===== src/hdl/mgrk_pkg.sv =====
// Package for the delay chaotic series RK4 core: widths, constants, FSM states.
// No dependencies.
`default_nettype none
package mgrk_pkg;
    localparam int DEPTH_DEF = 256;
    localparam logic signed [31:0] RST_A  = 32'sd3355443;
    localparam logic signed [31:0] RST_B  = 32'sd1677722;
    localparam logic [30:0]        RST_H  = 31'd1677722;
    localparam logic signed [31:0] RST_X0 = 32'sd20132659;
    localparam logic [8:0]         RST_D  = 9'd170;
    localparam logic [47:0]        TIME_MAX = 48'hFFFF_FFFF_FFFF;
    localparam logic signed [31:0] Q_ONE = 32'sd16777216;
    localparam logic [31:0]        RECIP3 = 32'hAAAA_AAAB;

    localparam logic [2:0] REG_A = 3'd0;
    localparam logic [2:0] REG_B = 3'd1;
    localparam logic [2:0] REG_H = 3'd2;
    localparam logic [2:0] REG_X0 = 3'd3;
    localparam logic [2:0] REG_D = 3'd4;

    typedef enum logic [4:0] {
        S_IDLE, S_RD, S_RDW, S_X2, S_X4, S_X8, S_X10, S_AXD, S_DIV, S_DIVW,
        S_BX, S_HF, S_KACC, S_SUM, S_DIV6, S_WB, S_OUT
    } t_state;

    typedef struct packed {
        logic   rd;
        logic   wb;
        logic   ld_xd;
        t_state op;
        logic   div_go;
    } t_cmd;

    typedef struct packed {
        logic div_done;
        logic last_stage;
    } t_sts;

    function automatic logic signed [31:0] sat32(input logic signed [65:0] v);
        if (v > 66'sd2147483647) return 32'sh7FFFFFFF;
        if (v < -66'sd2147483648) return 32'sh80000000;
        return v[31:0];
    endfunction

    function automatic logic signed [65:0] qrnd(input logic signed [63:0] p);
        logic signed [64:0] t;
        t = 65'(p) + 65'sd8388608;
        return 66'(t >>> 24);
    endfunction
endpackage
`default_nettype wire


===== src/hdl/mgrk_ctrl.sv =====
// Controller FSM sequencing one RK4 step over the shared datapath.
// Depends on mgrk_pkg.
`default_nettype none
module mgrk_ctrl (
    input  wire logic           i_clk,
    input  wire logic           i_rst_n,
    input  wire logic           i_in_valid,
    input  wire logic           i_advance,
    output logic                o_in_ready,
    output logic                o_out_valid,
    input  wire logic           i_out_ready,
    output logic                o_cfg_ready,
    output logic                o_cap,
    output mgrk_pkg::t_cmd      o_cmd,
    input  wire mgrk_pkg::t_sts i_sts
);
    mgrk_pkg::t_state r_st, n_st;
    logic r_ov, n_ov;

    always_comb begin
        n_st = r_st;
        unique case (r_st)
            mgrk_pkg::S_IDLE: if (i_in_valid && i_advance && (!r_ov || i_out_ready))
                n_st = mgrk_pkg::S_RD;
            mgrk_pkg::S_RD:   n_st = mgrk_pkg::S_RDW;
            mgrk_pkg::S_RDW:  n_st = mgrk_pkg::S_X2;
            mgrk_pkg::S_X2:   n_st = mgrk_pkg::S_X4;
            mgrk_pkg::S_X4:   n_st = mgrk_pkg::S_X8;
            mgrk_pkg::S_X8:   n_st = mgrk_pkg::S_X10;
            mgrk_pkg::S_X10:  n_st = mgrk_pkg::S_AXD;
            mgrk_pkg::S_AXD:  n_st = mgrk_pkg::S_DIV;
            mgrk_pkg::S_DIV:  n_st = mgrk_pkg::S_DIVW;
            mgrk_pkg::S_DIVW: if (i_sts.div_done) n_st = mgrk_pkg::S_BX;
            mgrk_pkg::S_BX:   n_st = mgrk_pkg::S_HF;
            mgrk_pkg::S_HF:   n_st = mgrk_pkg::S_KACC;
            mgrk_pkg::S_KACC: n_st = i_sts.last_stage ? mgrk_pkg::S_SUM : mgrk_pkg::S_BX;
            mgrk_pkg::S_SUM:  n_st = mgrk_pkg::S_DIV6;
            mgrk_pkg::S_DIV6: n_st = mgrk_pkg::S_WB;
            mgrk_pkg::S_WB:   n_st = mgrk_pkg::S_IDLE;
            default:          n_st = mgrk_pkg::S_IDLE;
        endcase
    end

    always_comb begin
        o_in_ready  = (r_st == mgrk_pkg::S_IDLE) && (!r_ov || i_out_ready);
        o_cfg_ready = (r_st == mgrk_pkg::S_IDLE);
        o_out_valid = r_ov;
        o_cap       = (r_st == mgrk_pkg::S_RD);
        o_cmd.rd     = (r_st == mgrk_pkg::S_RD);
        o_cmd.ld_xd  = (r_st == mgrk_pkg::S_RDW);
        o_cmd.wb     = (r_st == mgrk_pkg::S_WB);
        o_cmd.op     = r_st;
        o_cmd.div_go = (r_st == mgrk_pkg::S_DIV);
        n_ov = r_ov;
        if (r_ov && i_out_ready) n_ov = 1'b0;
        if (r_st == mgrk_pkg::S_WB) n_ov = 1'b1;
    end

    always_ff @(posedge i_clk) begin
        if (!i_rst_n) begin
            r_st <= mgrk_pkg::S_IDLE;
            r_ov <= 1'b0;
        end else begin
            r_st <= n_st;
            r_ov <= n_ov;
        end
    end
endmodule
`default_nettype wire


===== config.mk =====
export PLATFORM = sky130hd
export DESIGN_NAME = mgrk_ctrl
export DESIGN_NICKNAME = d
export VERILOG_FILES = /design/src/hdl/mgrk_pkg.sv /design/src/hdl/mgrk_ctrl.sv
export SDC_FILE = /design/constraint.sdc
export NUM_CORES = 1
export LEC_CHECK = 0
export BUFFER_PORTS_ARGS = -buffer_cell sky130_fd_sc_hd__buf_2
export CORE_AREA = 2 2 39 41
export CTS_CLUSTER_DIAMETER = 100
export DETAILED_ROUTE_END_ITERATION = 8
export DIE_AREA = 0 0 41 43
export PLACE_DENSITY = 0.52
export SETUP_SLACK_MARGIN = 0.15
export SLEW_MARGIN = 25
export SYNTH_ARGS = -nofsm -noshare
export SYNTH_HDL_FRONTEND = slang
export SYNTH_SLANG_ARGS = --single-unit

===== constraint.sdc =====
create_clock -name i_clk -period 1.5 [get_ports i_clk]
set_input_delay 0.225 -clock i_clk [delete_from_list [all_inputs] [get_ports i_clk]]
set_output_delay 0.225 -clock i_clk [all_outputs]
set_load 0.005 [all_outputs]

# After elaboration in Yosys (flattened, before gate mapping)
# Cells that the tools add are included.
[word_totals]
register_bits = 6
input_bits = 7
out_inout_bits = 13
elab_cells = 34
[classes]
eq_ne = 17
n_mux = 6
n_reduce_logical = 9
[ops]
columns = ["operator", "n"]
rows = [
  ["one-hot mux 5 bit (15 select lines)", 1],
  ["== test 5 x 4 -> 1 bit (second input constant)", 8],
  ["== test 5 x 3 -> 1 bit (second input constant)", 4],
  ["== test 5 x 2 -> 1 bit (second input constant)", 2],
  ["2-to-1 mux 5 bit", 2],
  ["== test 5 x 1 -> 1 bit (second input constant)", 1],
  ["logical NOT 5 bit", 1],
  ["logical AND 1 bit", 4],
  ["2-to-1 mux 3 bit", 1],
  ["2-to-1 mux 1 bit", 2],
  ["!= test 2 x 1 -> 1 bit (second input constant)", 1],
  ["!= test 2 bit (second input constant)", 1],
  ["AND reduction 2 bit", 1],
  ["nonzero test 2 bit", 1],
  ["logical NOT 1 bit", 1],
  ["logical OR 1 bit", 1],
]

# Depth between registers and ports, before layout
[logic_depth]
depth_word = 5
mapped_depth = 5
ltp_nobuf = 3

# Least setup slack after synthesis
# Ideal clock, no wire load.
[synth_path]
path_kind = "register -> output"
from = "register r_st[0]"
to = "output port o_cmd[8] (netlist bit)"
t_arrival_ns = 1.120
t_required_ns = 1.275
slack_ns = 0.155
path_stages_with_launch = 5
path_buffers = 2
path_cell_list = "dfxtp_1 -> buf_2 -> inv_1 -> nor4_1 -> buf_4"
[synth_between]
elab_chain_cells = 1
[synth_lines]
columns = ["element", "line_no", "text"]
rows = [
  ["from (decl)", "mgrk_ctrl.sv:17", "mgrk_pkg::t_state r_st, n_st;"],
  ["from (signal assigned)", "mgrk_ctrl.sv:61", "r_st <= mgrk_pkg::S_IDLE;"],
  ["from (signal assigned)", "mgrk_ctrl.sv:64", "r_st <= n_st;"],
  ["== test 5 x 1 -> 1 bit", "--", ""],
  ["to (decl)", "mgrk_ctrl.sv:14", "output mgrk_pkg::t_cmd o_cmd,"],
]
# No other way between the ends.

# Final worst setup path
[layout_path]
from = "register r_st[3]"
to = "output port o_in_ready"
[layout_between]
elab_chain_cells = 2
[layout_lines]
columns = ["element", "line_no", "text"]
rows = [
  ["logical NOT 5 bit", "mgrk_ctrl.sv:45", "o_in_ready = (r_st == mgrk_pkg::S_IDLE) && (!r_ov || i_out_ready);"],
  ["logical AND 1 bit", "mgrk_ctrl.sv:45", ""],
  ["to (decl)", "mgrk_ctrl.sv:9", "output logic o_in_ready,"],
]
# No other way between the ends.

==> results.txt <==
The run finished with clean final reports. The clock net sink count is 5. The total overflow left after global routing is 0. The via density per instance came out at 4.57. The clock edge transition at the registers on the reported setup and hold paths came out at 0.04 ns. The share of layout cells above drive strength 1 came out at 59.1%. The fmax is 0.714 GHz. The final hold violation count is 0.

The clock root buffer is sky130_fd_sc_hd__clkbuf_4. STA classifies the critical path startpoint as a register. The met3 track demand over resource is 4.71%.

The initial utilization of the core area, before any placement, comes to 25.0%. The part of the Yosys area used for sequential elements came out at 29.0%. The critical path goes through nor4_4, and2_1, buf_2.

The largest net degree at the start of global routing is 12. Data on the critical path arrives at its endpoint at 1.17 ns. The number of warning messages in the yosys log is 0. When the netlist entered floorplanning its net count stood at 49. The met2 capacity usage during global routing is 20.0%. The largest fanout of any net on the critical path is 6. TritonCTS built the clock tree. The number of nets in the finished design is 74. Setup repair after global routing could not meet its margin everywhere.

The number of max-capacitance violations reported is 0. The maximum count of clock buffers along a single path is 2. The initial antenna violation count came out at 0. The level count of the clock H-tree came out at 1.

Compared with the post-synthesis result, the final layout area differs by 67.4%. The wire length per cell after detailed routing is 11.8 um. Averaged over all synthesized cells, the footprint is 8.22 sq um. The area share of the largest cell type after synthesis is 29.0%. The final critical-path required period is 1.40 ns. Across all register-to-register paths, the minimum setup slack is 0.23 ns. Setup violations remaining at the end of the flow were counted as 0.

By area the synthesized netlist is led by sky130_fd_sc_hd__dfxtp_1 (29%), sky130_fd_sc_hd__nor4b_1 (10%), sky130_fd_sc_hd__buf_4 (8.7%). The placed wire-length estimate is 636 um. Row generation in the floorplan step produced 14 rows. The minimum setup slack in the final design came out at 0.100 ns. The post-synthesis sequential element count came out at 5. After technology mapping, the gate count stands at 42. The horizontal die dimension came out at 41 um. The remaining antenna violation count came out at 0. The slowest stage cell on the critical path is sky130_fd_sc_hd__dfxtp_4. The die outline area came out at 1760 sq um.

After floorplanning, the core was sized to cover 1380 sq um. The total track usage is 12.6%. In the layout the commonest cells are sky130_fd_sc_hd__buf_2 (18), sky130_fd_sc_hd__buf_4 (5), sky130_fd_sc_hd__buf_6 (4), sky130_fd_sc_hd__dfxtp_4 (4). The stage delay of the slowest cell on the critical path came out at 0.36 ns.

The worst setup path is of the register to output pin kind. The library cell used most frequently in the layout, excluding fill and tap cells, is sky130_fd_sc_hd__buf_2. The final route contains 375 vias. The clock tree skew after final layout is 0.00379 ns.

The height of the die is 43 um. The clock insertion delay at the later pin of the skew report is 0.24 ns. The number of antenna repair diodes came out at 0.

The static power due to leakage came out at 0.272 nW. The number of pins exceeding their max-slew limit in the final report came to 0. The final cycle utilization of the critical path came out at 93.3%. The worst hold path belongs to the class input port to register. At the placement stage, the worst setup path has a slack of 0.198 ns. After the first detailed-routing iteration, the DRC count stood at 0. The count of buffers added on input and output ports is 18.

The number of optimization iterations in the first detailed-route pass is 1. The weighted congestion reported at the end of routability-driven placement is 0.749. The cell type contributing the most total cell area after synthesis is sky130_fd_sc_hd__dfxtp_1. met2 is the most crowded layer.

The post-detailed-routing wire length came out at 964 um. The number of global-route vias before repair came out at 354. The type of element capturing the critical path is an output pin. The number of remaining DRC errors came out at 0. The distinct cell type count after synthesis came out at 25. The worst supply voltage drop on vdd is 0.183 mV. Buffers inserted during clock tree synthesis total 3. The required time of the worst setup path is 1.27 ns. The power per cell area is 675 nW/um^2. Summed over all failing endpoints, the final setup total negative slack is 0 ns.

The post-synthesis instance area came out at 345 sq um. The first global-routing pass estimated 1.40 mm of wire. The met1 usage in global routing came out at 12.2%. The boundary pin count came out at 20.
## state kept, by name (all words and copies together), names as in the netlist
name and flops:
o_out_valid 1, r_st 4
## through the flow
step	instance area [sq um]	utilization [%]	hold WS (ns)	cells	total power, mW
3_3_place_gp	427	30.8	0.495	72	0.222
4_1_cts	561	40.5	0.242	82	0.392
6_report	578	41.8	0.250	82	0.390
3_5_place_dp	427	30.8	0.496	72	0.222
2_1_floorplan	345	-	0.347	42	0.195
5_1_grt	578	41.8	0.253	82	0.415
## worst max-delay path, delay by kind of cell, from the launching register on
kind                   cells  cell delay (ns)
buffers and inverters      1             0.10
flip-flops                 1             0.36
AND/OR/NAND/NOR            2             0.47
## cell families (layout without fill, tap and decap cells)
logic type,Yosys count,after routing,share of synthesized area [%]
AO/OA/AOI/OAI,7,7,14.1
XOR/XNOR,1,1,2.54
buffers and inverters,10,34,18.1
flip-flops,5,5,29.0
other,1,1,1.09
AND/OR/NAND/NOR,18,18,35.1
## synthesized netlist by cell type
cell	instances
sky130_fd_sc_hd__xor2_1	1
sky130_fd_sc_hd__a311oi_1	1
sky130_fd_sc_hd__nand2b_1	1
sky130_fd_sc_hd__nor4_1	1
sky130_fd_sc_hd__o31ai_1	1
sky130_fd_sc_hd__inv_1	3
sky130_fd_sc_hd__or3b_1	1
sky130_fd_sc_hd__nand2_1	3
sky130_fd_sc_hd__dfxtp_1	5
sky130_fd_sc_hd__and2_1	2
sky130_fd_sc_hd__a21boi_1	2
sky130_fd_sc_hd__a211oi_1	1
sky130_fd_sc_hd__buf_4	4
sky130_fd_sc_hd__nor4b_1	4
sky130_fd_sc_hd__nor3_1	1
sky130_fd_sc_hd__nor4_2	1
sky130_fd_sc_hd__buf_6	1
sky130_fd_sc_hd__conb_1	1
sky130_fd_sc_hd__buf_2	2
sky130_fd_sc_hd__nor3b_1	1
sky130_fd_sc_hd__nor2_1	1
sky130_fd_sc_hd__and3_1	1
sky130_fd_sc_hd__a21oi_1	1
sky130_fd_sc_hd__o21ai_0	1
sky130_fd_sc_hd__and2_0	1
## area by class of cell
type	count	area, sq um
inverter	3	11.3
clock buffer	4	26.3
fill	144	806
tap	16	20.0
sequential	5	115
timing repair buffer	27	173
multi-input combinational	27	233
## power by group
group	leakage [nW]	switching [mW]	internal, mW
sequential	0.0436	0.0133	0.135
clock	0.0150	0.0523	0.100
combinational	0.214	0.0383	0.0508
total	0.272	0.104	0.286
## worst paths after layout
check | from | to | depth (start not counted)
worst max-delay path | r_st[3] | o_in_ready | 3
worst min-delay path | i_rst_n | r_st[3] | 2
worst max register to register | r_st[2] | r_st[0] | 5
worst min register to register | o_out_valid | o_out_valid | 2
## per-layer routing
metal  vias to the layer above  part of all wire (%)
met5                         -                     0
met4                         0                   2.3
met3                         2                   7.2
met2                        17                    49
met1                       164                    42
li1                        192                     -
## what timing repair did
| action | CTS | global route |
|---|---|---|
| setup buffers | 6 | 0 |
| hold endpoints to repair | 0 | 0 |
| gates resized for setup | 16 | 3 |
| hold buffers | 0 | 0 |
| setup endpoints to repair | 7 | 7 |
| pin swaps | 3 | 1 |
No activity file was read; power rests on OpenSTA's default activity.
